===== src/sv/alr_pkg.sv =====
`timescale 1ns / 1ps

package alr_pkg;

   localparam int PIX_W   = 7;
   localparam int IN_W    = 6;
   localparam int COLOR_W = 24;
   localparam int COVER_W = 8;

   localparam logic [COVER_W-1:0] COVER_HALF = 8'd128;
   localparam logic [COVER_W-1:0] COVER_FULL = 8'd255;
   localparam logic [COVER_W-1:0] COVER_NONE = 8'd0;

   typedef struct packed {
      logic [IN_W-1:0]    start_x;
      logic [IN_W-1:0]    start_y;
      logic [IN_W-1:0]    end_x;
      logic [IN_W-1:0]    end_y;
      logic [COLOR_W-1:0] line_color;
   } req_type;

   typedef struct packed {
      logic [PIX_W-1:0]   pixel_x;
      logic [PIX_W-1:0]   pixel_y;
      logic               along_x;
      logic [COVER_W-1:0] cover_first;
      logic [COVER_W-1:0] cover_second;
      logic [COLOR_W-1:0] pixel_color;
      logic               last;
   } rsp_type;

endpackage


===== src/sv/alr_div.sv =====
`timescale 1ns / 1ps

module alr_div #(
   parameter int COORD_BITS = 6,
   parameter int FRAC_BITS  = 16
) (
   input  logic                            clock,
   input  logic                            reset,
   input  logic                            start,
   input  logic [COORD_BITS+FRAC_BITS-1:0] dividend,
   input  logic [COORD_BITS-1:0]           divisor,
   output logic                            done,
   output logic [FRAC_BITS:0]              quotient
);
   localparam int CB    = COORD_BITS;
   localparam int DVD_W = COORD_BITS + FRAC_BITS;
   localparam int CNT_W = $clog2(DVD_W + 1);

   logic             busy_ff;
   logic             done_ff;
   logic [CNT_W-1:0] count_ff;
   logic [CB-1:0]    rem_ff;
   logic [DVD_W-1:0] dvd_ff;
   logic [DVD_W-1:0] quo_ff;

   logic [CB:0]      trial;
   logic [CB:0]      diff;
   logic             qbit_in;
   logic [CB-1:0]    rem_in;

   // one restoring step: bring down the next dividend bit, subtract if it fits
   always_comb begin
      trial   = {rem_ff, dvd_ff[DVD_W-1]};
      diff    = trial - {1'b0, divisor};
      qbit_in = (trial >= {1'b0, divisor});
      rem_in  = qbit_in ? diff[CB-1:0] : trial[CB-1:0];
   end

   always_ff @(posedge clock) begin
      if (reset) begin
         busy_ff  <= 1'b0;
         done_ff  <= 1'b0;
         count_ff <= '0;
      end else begin
         done_ff <= busy_ff && !start && (count_ff == CNT_W'(1));
         if (start) begin
            busy_ff  <= 1'b1;
            count_ff <= CNT_W'(DVD_W);
            rem_ff   <= '0;
            dvd_ff   <= dividend;
            quo_ff   <= '0;
         end else if (busy_ff) begin
            rem_ff   <= rem_in;
            dvd_ff   <= {dvd_ff[DVD_W-2:0], 1'b0};
            quo_ff   <= {quo_ff[DVD_W-2:0], qbit_in};
            count_ff <= count_ff - CNT_W'(1);
            if (count_ff == CNT_W'(1)) begin
               busy_ff <= 1'b0;
            end
         end
      end
   end

   assign done     = done_ff;
   assign quotient = quo_ff[FRAC_BITS:0];

endmodule


===== src/sv/antialiased_line_raster_core.sv =====
`timescale 1ns / 1ps
// From the request transfer to the first result: divider load, COORD_BITS+FRAC_BITS divider
// steps, done register, then the output register, which waits for a free output slot.
// Results then follow at one per cycle while rsp_ready is high.
// One line at a time (req_ready only in idle), N = 2..2^COORD_BITS results per line, from the
// bit-serial gradient divider and the single column stepper. Zero-length lines skip the divide.
// Reset: synchronous, clears the sequencer and the output valid; no memories to clear.
module antialiased_line_raster_core #(
   parameter int COORD_BITS = 6,
   parameter int FRAC_BITS  = 16
) (
   input  logic            clock,
   input  logic            reset,
   input  logic            req_valid,
   output logic            req_ready,
   input  alr_pkg::req_type req_data,
   output logic            rsp_valid,
   input  logic            rsp_ready,
   output alr_pkg::rsp_type rsp_data
);
   import alr_pkg::*;

   localparam int CB      = COORD_BITS;
   localparam int FB      = FRAC_BITS;
   localparam int DVD_W   = CB + FB;
   localparam int SLOPE_W = FB + 2;
   localparam int ACC_W   = CB + FB + 2;
   localparam int PROD_W  = FB + 9;

   typedef enum logic [2:0] {
      ST_IDLE,
      ST_DIVIDE,
      ST_START,
      ST_END,
      ST_INNER
   } state_type;

   state_type state_ff;

   logic [CB-1:0]  a0_ff, b0_ff, a1_ff, b1_ff;
   logic [CB-1:0]  dx_ff;
   logic [CB-1:0]  dy_mag_ff;
   logic           dy_neg_ff;
   logic           steep_ff;
   logic [COLOR_W-1:0] color_ff;
   logic signed [SLOPE_W-1:0] slope_ff;
   logic signed [ACC_W-1:0]   acc_ff;
   logic [CB-1:0]  column_ff;
   logic           div_start_ff;
   logic           rsp_valid_ff;
   rsp_type        rsp_data_ff;

   // request decode
   logic [CB-1:0] sx, sy, ex, ey, adx, ady;
   logic          steep_in;
   logic [CB-1:0] ma0, mb0, ma1, mb1;
   logic          swap;
   logic [CB-1:0] a0_in, b0_in, a1_in, b1_in, dx_in, dy_mag_in;
   logic          dy_neg_in;

   always_comb begin
      sx        = req_data.start_x[CB-1:0];
      sy        = req_data.start_y[CB-1:0];
      ex        = req_data.end_x[CB-1:0];
      ey        = req_data.end_y[CB-1:0];
      adx       = (ex > sx) ? ex - sx : sx - ex;
      ady       = (ey > sy) ? ey - sy : sy - ey;
      steep_in  = (ady > adx);
      ma0       = steep_in ? sy : sx;
      mb0       = steep_in ? sx : sy;
      ma1       = steep_in ? ey : ex;
      mb1       = steep_in ? ex : ey;
      swap      = (ma0 > ma1);
      a0_in     = swap ? ma1 : ma0;
      b0_in     = swap ? mb1 : mb0;
      a1_in     = swap ? ma0 : ma1;
      b1_in     = swap ? mb0 : mb1;
      dx_in     = a1_in - a0_in;
      dy_neg_in = (b1_in < b0_in);
      dy_mag_in = dy_neg_in ? b0_in - b1_in : b1_in - b0_in;
   end

   // gradient divider
   logic               div_done;
   logic [FB:0]        div_quot;
   logic [DVD_W-1:0]   div_dividend;

   assign div_dividend = {dy_mag_ff, {FB{1'b0}}};

   alr_div #(
      .COORD_BITS(COORD_BITS),
      .FRAC_BITS (FRAC_BITS)
   ) u_div (
      .clock    (clock),
      .reset    (reset),
      .start    (div_start_ff),
      .dividend (div_dividend),
      .divisor  (dx_ff),
      .done     (div_done),
      .quotient (div_quot)
   );

   // column stepper
   logic [SLOPE_W-1:0]      quot_ext;
   logic signed [SLOPE_W-1:0] slope_in;
   logic signed [ACC_W-1:0] slope_in_ext, slope_ff_ext;
   logic signed [ACC_W-1:0] acc_base_in;
   logic signed [ACC_W-1:0] acc_init_in;
   logic signed [ACC_W-1:0] acc_clamp;
   logic signed [ACC_W-1:0] acc_in;
   logic [FB-1:0]           frac;
   logic [PROD_W-1:0]       prod;
   logic [COVER_W-1:0]      cover2;
   logic [CB-1:0]           minor;
   logic                    inner_last;
   logic                    short_line;
   logic                    out_free;
   logic                    rsp_load;

   always_comb begin
      quot_ext     = {1'b0, div_quot};
      slope_in     = $signed(dy_neg_ff ? (~quot_ext + SLOPE_W'(1)) : quot_ext);
      slope_in_ext = {{(ACC_W-SLOPE_W){slope_in[SLOPE_W-1]}}, slope_in};
      slope_ff_ext = {{(ACC_W-SLOPE_W){slope_ff[SLOPE_W-1]}}, slope_ff};
      acc_base_in  = $signed({2'b00, b0_ff, {FB{1'b0}}});
      acc_init_in  = acc_base_in + slope_in_ext;
      // clamp below zero, then take floor and fraction
      acc_clamp    = acc_ff[ACC_W-1] ? '0 : acc_ff;
      acc_in       = acc_clamp + slope_ff_ext;
      frac         = acc_clamp[FB-1:0];
      prod         = (PROD_W'(frac) << 8) - PROD_W'(frac) + (PROD_W'(1) << (FB-1));
      cover2       = prod[FB+7:FB];
      minor        = acc_clamp[FB+CB-1:FB];
      inner_last   = ({1'b0, column_ff} + (CB+1)'(1)) == {1'b0, a1_ff};
      short_line   = (dx_ff < CB'(2));
      out_free     = !rsp_valid_ff || rsp_ready;
      rsp_load     = out_free && ((state_ff == ST_START) || (state_ff == ST_END) ||
                                  (state_ff == ST_INNER));
   end

   function automatic rsp_type make_rsp(input logic steep,
                                        input logic [CB-1:0] major,
                                        input logic [CB-1:0] minor_c,
                                        input logic [COVER_W-1:0] c1,
                                        input logic [COVER_W-1:0] c2,
                                        input logic [COLOR_W-1:0] color,
                                        input logic is_last);
      rsp_type r;
      r.pixel_x      = steep ? PIX_W'(minor_c) : PIX_W'(major);
      r.pixel_y      = steep ? PIX_W'(major) : PIX_W'(minor_c);
      r.along_x      = steep;
      r.cover_first  = c1;
      r.cover_second = c2;
      r.pixel_color  = color;
      r.last         = is_last;
      return r;
   endfunction

   always_ff @(posedge clock) begin
      if (reset) begin
         state_ff     <= ST_IDLE;
         div_start_ff <= 1'b0;
         rsp_valid_ff <= 1'b0;
      end else begin
         div_start_ff <= (state_ff == ST_IDLE) && req_valid && (dx_in != '0);
         if (rsp_load) begin
            rsp_valid_ff <= 1'b1;
         end else if (rsp_ready) begin
            rsp_valid_ff <= 1'b0;
         end
         case (state_ff)
            ST_IDLE: begin
               if (req_valid) begin
                  a0_ff     <= a0_in;
                  b0_ff     <= b0_in;
                  a1_ff     <= a1_in;
                  b1_ff     <= b1_in;
                  dx_ff     <= dx_in;
                  dy_mag_ff <= dy_mag_in;
                  dy_neg_ff <= dy_neg_in;
                  steep_ff  <= steep_in;
                  color_ff  <= req_data.line_color;
                  if (dx_in == '0) begin
                     // zero-length line: gradient 0, no divide
                     slope_ff <= '0;
                     acc_ff   <= $signed({2'b00, b0_in, {FB{1'b0}}});
                     state_ff <= ST_START;
                  end else begin
                     state_ff <= ST_DIVIDE;
                  end
               end
            end
            ST_DIVIDE: begin
               if (div_done) begin
                  slope_ff <= slope_in;
                  acc_ff   <= acc_init_in;
                  state_ff <= ST_START;
               end
            end
            ST_START: begin
               if (out_free) begin
                  rsp_data_ff  <= make_rsp(steep_ff, a0_ff, b0_ff, COVER_HALF, COVER_NONE,
                                           color_ff, 1'b0);
                  state_ff     <= ST_END;
               end
            end
            ST_END: begin
               if (out_free) begin
                  rsp_data_ff  <= make_rsp(steep_ff, a1_ff, b1_ff, COVER_HALF, COVER_NONE,
                                           color_ff, short_line);
                  column_ff    <= a0_ff + CB'(1);
                  state_ff     <= short_line ? ST_IDLE : ST_INNER;
               end
            end
            ST_INNER: begin
               if (out_free) begin
                  rsp_data_ff  <= make_rsp(steep_ff, column_ff, minor, COVER_FULL - cover2,
                                           cover2, color_ff, inner_last);
                  acc_ff       <= acc_in;
                  column_ff    <= column_ff + CB'(1);
                  if (inner_last) begin
                     state_ff <= ST_IDLE;
                  end
               end
            end
            default: begin
               state_ff <= ST_IDLE;
            end
         endcase
      end
   end

   assign req_ready = (state_ff == ST_IDLE);
   assign rsp_valid = rsp_valid_ff;
   assign rsp_data  = rsp_data_ff;

endmodule

===== config.mk =====
export PLATFORM = sky130hd
export DESIGN_NAME = antialiased_line_raster_core
export DESIGN_NICKNAME = d
export VERILOG_FILES = /design/src/sv/alr_pkg.sv /design/src/sv/alr_div.sv /design/src/sv/antialiased_line_raster_core.sv
export SDC_FILE = /design/constraint.sdc
export NUM_CORES = 1
export LEC_CHECK = 0
export BUFFER_PORTS_ARGS = -buffer_cell sky130_fd_sc_hd__buf_2
export CAP_MARGIN = 5
export CORE_ASPECT_RATIO = 1.75
export CORE_MARGIN = 1
export CORE_UTILIZATION = 54
export CTS_CLUSTER_SIZE = 12
export DETAILED_ROUTE_END_ITERATION = 10
export PLACE_DENSITY = 0.75
export SLEW_MARGIN = 25
export SYNTH_ARGS = -nofsm -noshare
export SYNTH_HDL_FRONTEND = slang
export SYNTH_HIERARCHICAL = 1
export SYNTH_SLANG_ARGS = --single-unit

===== constraint.sdc =====
create_clock -name clock -period 12.2 [get_ports clock]
set_clock_uncertainty 0.1 [all_clocks]
set_input_delay 2.44 -clock clock [delete_from_list [all_inputs] [get_ports clock]]
set_output_delay 2.44 -clock clock [all_outputs]
set_load 0.01 [all_outputs]

==> metrics.csv, run 1 <==
stage,metric,value,unit
route,wl_per_cell,18.5,um
floorplanning,dieArea,26000,um2
timing,rsz0062_at_grt,no,
pwr,leakagePower,6.37,nW
route,wl_met1,10900,um
floorplanning,die_y,212,um
critical_path,cp.buffers_inverters,5,
critical_path,reg2reg_to,acc_ff[22],
clock_network,cts_made_buffers,22,
final_layout,fin_nets,1554,
pwr,ir_worst_vdd,175,uV
floorplanning,io_pins,110,
final_layout,drive_above_1_share,0.160,
floorplanning,die_w,122,um
global_route,antenna_found_initial,1,
job,drv_cap,0,
critical_path,critPathCaptureType,flip-flop,
timing,slew_headroom,0.434,
critical_path,cp_top_family,compound AO/OA/AOI/OAI gates,
clock_network,clock_latency,0.53,ns
yosys,async_flop_share,0,
critical_path,max_stage_delay,0.66,ns
critical_path,r2r_slack,7.67,ns
yosys,synth_area_per_cell,11.0,um2
yosys,synth_cells,1248,
floorplanning,coreArea,24700,um2
timing,final-hold-violation-count,0,
placed_design,port_buffers,107,
route,vias,9912,
floorplanning,initial_core_util,0.553,
timing,slew_violations,0,
timing,clock.fmax,0.0881,GHz
route,drt_iter0_markers,488,
global_route,grt_use_total,0.246,
route,drc,0,
timing,hold_slack,0.316,ns
route,routed.top_layer,met5,
critical_path,critical_path_class,in -> reg,
critical_path,worstRegToRegCells,16,
placed_design,hpwl,24000,um
yosys,yosysUniqueCellTypes,75,
yosys,synthFlopType,edfxtp_1,
critical_path,cp-start-kind,input pin,
hold_path,hold_end,rsp_data[16],
hold_path,min_path_type,reg -> reg,
timing,setup_tns,0,ns
route,viasPerCell,5.82,
hold_path,whs_path_depth,0,
yosys,synth-edff-count,209,
clock_network,cts_sinks,221,
route,antenna_left,0,
global_route,grt_pass1_wl,49100,um
hold_path,hold_start,color_ff[15],
timing,setup_viol,0,
critical_path,cp.required,12.38,ns
pwr,power,4.08,mW
yosys,synthesis.area,13700,um2
pwr,pwr_density_cell,266,nW/um2
critical_path,critPathArrivalTime,11.53,ns
route,first_pass_iters,5,
clock_network,ctsHoldBuffers,0,
global_route,grt_start_max_net_pins,64,
final_layout,syn_to_final_growth,12.2,%
critical_path,critical_path.slowest_cell,o31ai_2,
yosys,yosysWarningCount,6,
global_route,grt-ovfl-total,0,
final_layout,antenna_cells,0,
clock_network,cts.root.buffer_cell,clkbuf_16,
critical_path,rr_startpoint,u_div/quo_ff[5],
clock_network,clk_pin_slew,0.06,ns
timing,min_period_over_period,0.930,
placed_design,place.gp.congestion,0.920,
status,outcome,completed,
route,routed_wl,31400,um
global_route,grt_pass1_vias,9841,
clock_network,clock_path_buffers,3,
timing,min_period,11.35,ns
route,route.met3.wl,1140,um
yosys,synth_seq_cells,221,
clock_network,htree_levels,1,
yosys,ys_seq_area_frac,0.477,
timing,tightest_slew,0.846,ns
clock_network,cts_tree,done,
critical_path,worstPathMaxFanout,14,
route,wl_met2,17100,um
critical_path,crit_path_frequent_cell,a21oi_1,
floorplanning,placementRows,76,
-- flip-flops by register name (all words and copies together) (netlist names) --
register        count
u_div/busy_ff       1
rsp_data           54
color_ff           24
u_div/rem_ff        6
b0_ff               6
a1_ff               6
dy_mag_ff           6
dx_ff               6
acc_ff             24
b1_ff               6
u_div/count_ff      5
u_div/quo_ff       17
state_ff            3
column_ff           6
slope_ff           18
div_start_ff        1
dy_neg_ff           1
u_div/dvd_ff       22
u_div/done          1
steep_ff            1
rsp_valid           1
a0_ff               6
-- worst max-delay path by stage --
stage | from | slack [ns] | endpoint | cells past startpoint
2_1_floorplan | req_data[24] | 0.27 | dy_mag_ff[5] | 52
3_3_place_gp | req_data[30] | 0.32 | dy_mag_ff[5] | 46
3_5_place_dp | req_data[24] | 0.11 | dy_mag_ff[5] | 46
4_1_cts | req_data[30] | 0.64 | dy_mag_ff[5] | 46
5_1_grt | req_data[30] | 0.12 | dy_mag_ff[5] | 49
6_report | req_data[24] | 0.85 | dy_mag_ff[5] | 45
-- kinds of logic (layout without fill, tap and decap cells) --
logic type	after synthesis	after routing	share of synthesized area
other	1	18	0.000274
adder cells (fa/ha/maj)	117	117	0.112
XOR/XNOR	83	83	0.0532
AO/OA/AOI/OAI	293	294	0.144
buffers and inverters	137	263	0.0416
flip-flops	221	221	0.477
AND/OR/NAND/NOR	325	325	0.118
multiplexers	71	71	0.0546
-- cell usage in the layout, fill, tap and decap left out, types with 9 or more instances in the layout --
cell / Yosys / layout
a21o_1: 35 / 35
a21oi_1: 95 / 94
a221oi_1: 10 / 9
and2_1: 13 / 13
buf_2: 6 / 107
buf_4: 4 / 33
clkbuf_16: 0 / 22
conb_1: 1 / 18
dfxtp_1: 12 / 11
edfxtp_1: 209 / 209
fa_1: 9 / 9
ha_1: 108 / 108
inv_1: 92 / 92
mux2_2: 24 / 24
mux2i_1: 45 / 45
nand2_1: 60 / 60
nand2b_1: 17 / 17
nand3_1: 21 / 21
nor2_1: 102 / 100
nor2b_1: 43 / 43
nor3_1: 19 / 19
o21ai_0: 43 / 43
o22ai_1: 13 / 13
or3_1: 9 / 9
xnor2_1: 46 / 46
xor2_1: 37 / 37
-- routing by layer --
layer | vias to the layer above | GRT usage
li1 | 4824 | -
met1 | 4679 | 0.243
met2 | 291 | 0.468
met3 | 116 | 0.0241
met4 | 2 | 0.170
met5 | - | 0
-- where the power goes --
group	internal [mW]	total [mW]	switching (mW)
Sequential	1.14	1.22	0.0845
Clock	0.332	0.597	0.265
Combinational	0.927	2.26	1.33
Total	2.40	4.08	1.68
-- synthesized netlist by cell type (23+ instances only) --
| cell | count | area [um2] |
|---|---|---|
| a21o_1 | 35 | 263 |
| a21oi_1 | 95 | 475 |
| clkbuf_1 | 23 | 86.3 |
| edfxtp_1 | 209 | 6280 |
| ha_1 | 108 | 1350 |
| inv_1 | 92 | 345 |
| mux2_2 | 24 | 270 |
| mux2i_1 | 45 | 450 |
| nand2_1 | 60 | 225 |
| nor2_1 | 102 | 383 |
| nor2b_1 | 43 | 269 |
| o21ai_0 | 43 | 215 |
| xnor2_1 | 46 | 403 |
| xor2_1 | 37 | 324 |
-- layout make-up --
class	count	area, um2
timing repair buffer	140	783
clock buffer	28	583
fill	2070	9380
clock inverter	3	23.8
multi-input combinational	908	6700
tap	312	390
inverter	92	345
sequential	221	6520
-- repair_timing --
action | CTS | global route
gates resized for setup | 0 | 3
endpoints found under the setup margin | 0 | 1
buffers inserted | 0 | 2
-- through the flow --
step | setup WS [ns] | area (um2) | std cells | utilization
4_1_cts | 0.642 | 15300 | 1701 | 0.619
3_3_place_gp | 0.324 | 14700 | 1670 | 0.594
2_1_floorplan | 0.270 | 13700 | 1265 | -
5_1_grt | 0.117 | 15300 | 1704 | 0.620
6_report | 0.849 | 15300 | 1704 | 0.620
3_5_place_dp | 0.109 | 14700 | 1670 | 0.594
Power figures use the tool's default switching activity.
==> run 2, diff against run 1 <==
- PLACE_DENSITY: 0.75 -> 0.76
==> run 2 against run 1 <==
Compared with the run above: power down 0.40%; flip-flop and latch count is the same; setup slack lost 0.027 ns; register-to-register slack better by 0.03 ns; die area stayed put; sequential share of layout area hardly changed; wire length down 0.12%; via count is 0.25% lower; hold slack about the same; combinational power about the same; largest cell class unchanged.
==> metrics.csv, run 2 (synthesis results as in run 1) <==
stage,metric,value,unit
status,outcome,completed,
route,drt_iter0_markers,480,
timing,slew_headroom,0.457,
floorplanning,die_w,122,um
pwr,ir_worst_vdd,213,uV
pwr,pwr_density_cell,265,nW/um2
route,antenna_left,0,
pwr,p_int,2.39,mW
global_route,busiest_layer,met2,
placed_design,place.gp.congestion,1.02,
final_layout,post_layout_nonfiller_instances,1702,
clock_network,cts.root.buffer_cell,clkbuf_16,
floorplanning,dieArea,26000,um2
global_route,grt_use_met2,0.470,
critical_path,worstPathMaxFanout,46,
floorplanning,die_y,212,um
clock_network,cts_tree,done,
clock_network,clock_latency,0.52,ns
global_route,antenna_found_initial,2,
global_route,grt-ovfl-total,0,
timing,final-hold-violation-count,0,
route,vias,9887,
timing,min_period_over_period,0.933,
clock_network,ctsHoldBuffers,0,
timing,clock.fmax,0.0879,GHz
placed_design,port_buffers,107,
job,drv_cap,0,
pwr,seqPwrFrac,0.302,
clock_network,htree_levels,1,
final_layout,largest_reg_flops,54,
timing,slew_violations,0,
global_route,grt_pass1_vias,10100,
timing,min_period,11.38,ns
hold_path,min_path_type,reg -> reg,
pwr,clockPowerShare,0.148,
timing,setup_viol,0,
pwr,p_comb_frac,0.550,
placed_design,placed_area,14700,um2
floorplanning,io_pins,110,
route,routed_wl,31400,um
timing,tightest_slew,0.814,ns
timing,rsz0062_at_grt,no,
global_route,global_route.usage.met1,0.231,
final_layout,final_common_cell,edfxtp_1,
floorplanning,initial_core_util,0.553,
global_route,grtUsageMet3,0.0295,
global_route,grt_use_total,0.250,
critical_path,crit_path_frequent_cell,a21oi_1,
pwr,leakagePower,6.36,nW
timing,setup_tns,0,ns
floorplanning,coreArea,24700,um2
route,viasPerCell,5.81,
final_layout,final_cell_area,15300,um2
route,wl_per_cell,18.5,um
critical_path,max_stage_delay,0.43,ns
clock_network,cts_sinks,221,
critical_path,critPathCaptureType,flip-flop,
final_layout,drive_above_1_share,0.156,
placed_design,hpwl,24200,um
pwr,p_sw_frac,0.412,
final_layout,layout_common_cells,"209 x edfxtp_1, 108 x ha_1, 107 x buf_2, 101 x nor2_1, 95 x a21oi_1",
global_route,grt_pass1_wl,49500,um
clock_network,clk_pin_slew,0.06,ns
critical_path,critical_path.slowest_cell,a211o_2,
route,drc,0,
clock_network,cts_made_buffers,22,
final_layout,fillerInstances,2050,
critical_path,critical_path_class,in -> reg,
global_route,grt_start_max_net_pins,64,
placed_design,placed_cells,1666,
critical_path,cp-start-kind,input pin,
pwr,p_sw,1.67,mW
critical_path,cp.required,12.37,ns
clock_network,cts.repair.resized,0,
final_layout,fin_nets,1550,
final_layout,syn_to_final_growth,12.1,%
route,first_pass_iters,6,
clock_network,clock_path_buffers,3,
final_layout,final_util,0.620,
floorplanning,placementRows,76,
critical_path,critPathArrivalTime,11.55,ns
-- run 2: worst paths after layout --
check	slack (ns)	cells past startpoint	end	startpoint
max	0.82	50	dy_mag_ff[5]	req_data[24]
min	0.32	0	rsp_data[8]	color_ff[7]
max reg2reg	7.70	16	acc_ff[22]	u_div/quo_ff[5]
min reg2reg	0.32	0	rsp_data[8]	color_ff[7]
-- run 2: area by class of cell --
class | count | area [um2] | share of cell area
Antenna cell | 2 | 5.00 | 0.000327
Clock buffer | 29 | 587 | 0.0383
Clock inverter | 2 | 21.3 | 0.00139
Inverter | 92 | 345 | 0.0225
Multi-Input combinational cell | 907 | 6670 | 0.435
Sequential cell | 221 | 6520 | 0.425
Tap cell | 312 | 390 | 0.0255
Timing Repair Buffer | 137 | 786 | 0.0513
-- run 2: what timing repair did --
action,in CTS,in global routing
buffers inserted,0,3
setup endpoints to repair,0,1
endpoints found under the hold margin,0,0
-- run 2: layer usage --
layer	routed length [um]	vias to the layer above
li1	-	4802
met1	10400	4613
met2	17000	328
met3	1220	144
met4	2880	0
met5	0	-
-- run 2: stage by stage --
step / power, mW / setup WS (ns) / hold WS, ns
final: 4.06 / 0.822 / 0.316
after global placement: 3.38 / 0.526 / 0.300
after global routing: 4.34 / 0.0523 / 0.324
after CTS: 4.05 / 0.831 / 0.318
after floorplan: 2.85 / 0.270 / 0.300
after detailed placement: 3.42 / 0.304 / 0.305
-- run 2: worst max-delay path, delay by kind of cell --
family | cells | cell delay [ns]
adder cells (fa/ha/maj) | 6 | 1.78
XOR/XNOR | 2 | 0.24
buffers and inverters | 10 | 1.20
multiplexers | 3 | 0.46
AND/OR/NAND/NOR | 4 | 0.51
AO/OA/AOI/OAI | 25 | 4.92
-- run 2: power by group through the flow --
stage	sequential, mW	combinational, mW	clock [mW]
after global placement	1.24	2.14	0
after floorplan	1.22	1.63	0
after CTS	1.23	2.20	0.614
after global routing	1.25	2.46	0.637
after detailed placement	1.24	2.18	0
final	1.23	2.23	0.600
==> run 3, diff against run 2 <==
- ABC_AREA: unset -> 1
==> run 3 against run 2 <==
Compared with the run above: fmax up 9.9%; non-clock buffer count shrank 19; die area is 0.24% lower; flip-flop and latch count unchanged; clock-buffer cell count up 10; critical path type unchanged; global-route usage about the same; highest routed layer is now met5.
==> metrics.csv, run 3 <==
stage,metric,value,unit
yosys,yosysMostFrequentCell,nand2_1,
timing,setup_tns,0,ns
yosys,synthFlopType,edfxtp_1,
clock_network,cts.root.buffer_cell,clkbuf_16,
route,drt_iter0_markers,436,
route,drc,0,
timing,setup_viol,0,
yosys,yosysUniqueCellTypes,58,
route,vias,10500,
timing,slew_violations,0,
critical_path,critical_path_class,in -> reg,
clock_network,clock_latency,0.52,ns
yosys,yosys-top-cells-count,"323 x nand2_1, 233 x inv_1, 209 x edfxtp_1",
critical_path,cp-start-kind,input pin,
yosys,synth_area_per_cell,9.03,um2
hold_path,min_path_type,reg -> reg,
placed_design,hpwl,24100,um
floorplanning,dieArea,25900,um2
final_layout,final_common_cell,nand2_1,
timing,tightest_slew,0.888,ns
final_layout,layout_common_cells,"323 x nand2_1, 233 x inv_1, 209 x edfxtp_1, 150 x nor2_1, 108 x ha_1",
yosys,synth_cells,1510,
critical_path,worstPathMaxFanout,47,
global_route,grt_pass1_vias,10800,
clock_network,clk_pin_slew,0.06,ns
critical_path,max_stage_delay,0.56,ns
floorplanning,die_w,122,um
yosys,yosysWarningCount,6,
yosys,async_flop_share,0,
floorplanning,initial_core_util,0.551,
global_route,grt-ovfl-total,0,
timing,min_period_over_period,0.848,
final_layout,seqCellArea,6520,um2
yosys,ys_seq_area_frac,0.478,
critical_path,worstRegToRegCells,23,
critical_path,crit_path_frequent_cell,inv_1,
placed_design,place.gp.congestion,0.902,
final_layout,syn_to_final_growth,11.6,%
clock_network,htree_levels,1,
timing,min_period,10.35,ns
timing,final-hold-violation-count,0,
final_layout,largest_reg_flops,54,
floorplanning,die_y,212,um
hold_path,whs_path_depth,0,
status,outcome,completed,
final_layout,antenna_cells,0,
critical_path,critPathCaptureType,flip-flop,
floorplanning,io_pins,110,
route,routed_wl,31300,um
critical_path,cp.required,12.35,ns
route,viasPerCell,5.36,
yosys,synth_seq_cells,221,
timing,slew_headroom,0.407,
timing,rsz0062_at_grt,no,
global_route,grt_start_max_net_pins,55,
clock_network,clock_path_buffers,3,
clock_network,cts_tree,done,
global_route,grt_pass1_wl,50300,um
yosys,synth-edff-count,209,
global_route,grt_use_total,0.250,
job,drv_cap,0,
yosys,synthesis.area,13600,um2
clock_network,cts.repair.resized,0,
clock_network,ctsHoldBuffers,0,
route,wl_per_cell,15.9,um
route,antenna_left,0,
final_layout,multiInputGateArea,6150,um2
yosys,synth.top_cell.area_share,0.460,
final_layout,fillerInstances,2121,
global_route,antenna_found_initial,1,
final_layout,fin_nets,1805,
yosys,synth_top_cell_by_area,edfxtp_1,
floorplanning,coreArea,24700,um2
critical_path,critical_path.slowest_cell,nand2_2,
clock_network,cts_made_buffers,22,
yosys,synth.area.top_cells,"edfxtp_1 46%, ha_1 9.9%, nand2_1 8.9%, inv_1 6.4%, nor2_1 4.2%",
clock_network,cts_sinks,221,
route,first_pass_iters,5,
timing,clock.fmax,0.0966,GHz
final_layout,drive_above_1_share,0.122,
floorplanning,placementRows,76,
clock_network,postCtsSetupRepairBufs,0,
placed_design,port_buffers,107,
critical_path,critPathArrivalTime,10.50,ns
==> run 3: path summary, 6_finish.rpt <==
check | from | slack (ns) | to
hold / removal | color_ff[17] | 0.31 | rsp_data[18]
hold reg to reg | color_ff[17] | 0.31 | rsp_data[18]
setup / recovery | req_data[30] | 1.85 | dy_mag_ff[5]
setup reg to reg | acc_ff[23] | 7.32 | acc_ff[22]
==> run 3: area by class of cell <==
class / count / share of cell area
inverter: 238 / 0.0587
timing repair buffer: 118 / 0.0406
clock inverter: 1 / 0.000329
tap: 312 / 0.0257
sequential: 221 / 0.428
clock buffer: 39 / 0.0424
multi-input combinational: 1035 / 0.404
==> run 3: stage by stage <==
| step | area, um2 | cells | util | hold slack, ns | worst slack (ns) |
|---|---|---|---|---|---|
| 6_report | 15200 | 1964 | 0.615 | 0.314 | 1.85 |
| 5_1_grt | 15200 | 1964 | 0.615 | 0.330 | 0.998 |
| 4_1_cts | 15200 | 1964 | 0.615 | 0.315 | 1.94 |
| 3_5_place_dp | 14600 | 1924 | 0.589 | 0.305 | 1.46 |
| 3_3_place_gp | 14600 | 1924 | 0.589 | 0.301 | 1.85 |
| 2_1_floorplan | 13700 | 1527 | - | 0.300 | 2.24 |
==> run 3: critical path: cells and delay by family <==
kind,cells,cell delay (ns)
AOI/OAI and AO/OA,13,2.92
xor gates and xnor gates,2,0.39
and+or+nand+nor,8,1.63
adders and majority gates,6,1.85
buffers and inverters,8,0.62
muxes,2,0.62
==> run 3: kinds of logic (layout without fill, tap and decap cells) <==
family | Yosys count | after routing | share of synthesized area
and+or+nand+nor | 609 | 609 | 0.192
xor gates and xnor gates | 43 | 43 | 0.0276
other | 1 | 18 | 0.000275
DFF | 221 | 221 | 0.478
AOI/OAI and AO/OA | 231 | 231 | 0.0994
muxes | 17 | 17 | 0.0126
buffers and inverters | 271 | 396 | 0.0775
adders and majority gates | 117 | 117 | 0.112
==> run 3: metal layers <==
metal / GRT usage / share of wire / vias up
li1: - / - / 5266
met1: 0.231 / 0.34 / 4841
met2: 0.495 / 0.56 / 294
met3: 0.0276 / 0.037 / 116
met4: 0.166 / 0.066 / 2
met5: 0 / 0.00035 / -
Power of run 3 is left out: the tool's default activity adds up to more than one toggle a clock period on the data nets, which glitch-free logic cannot reach.
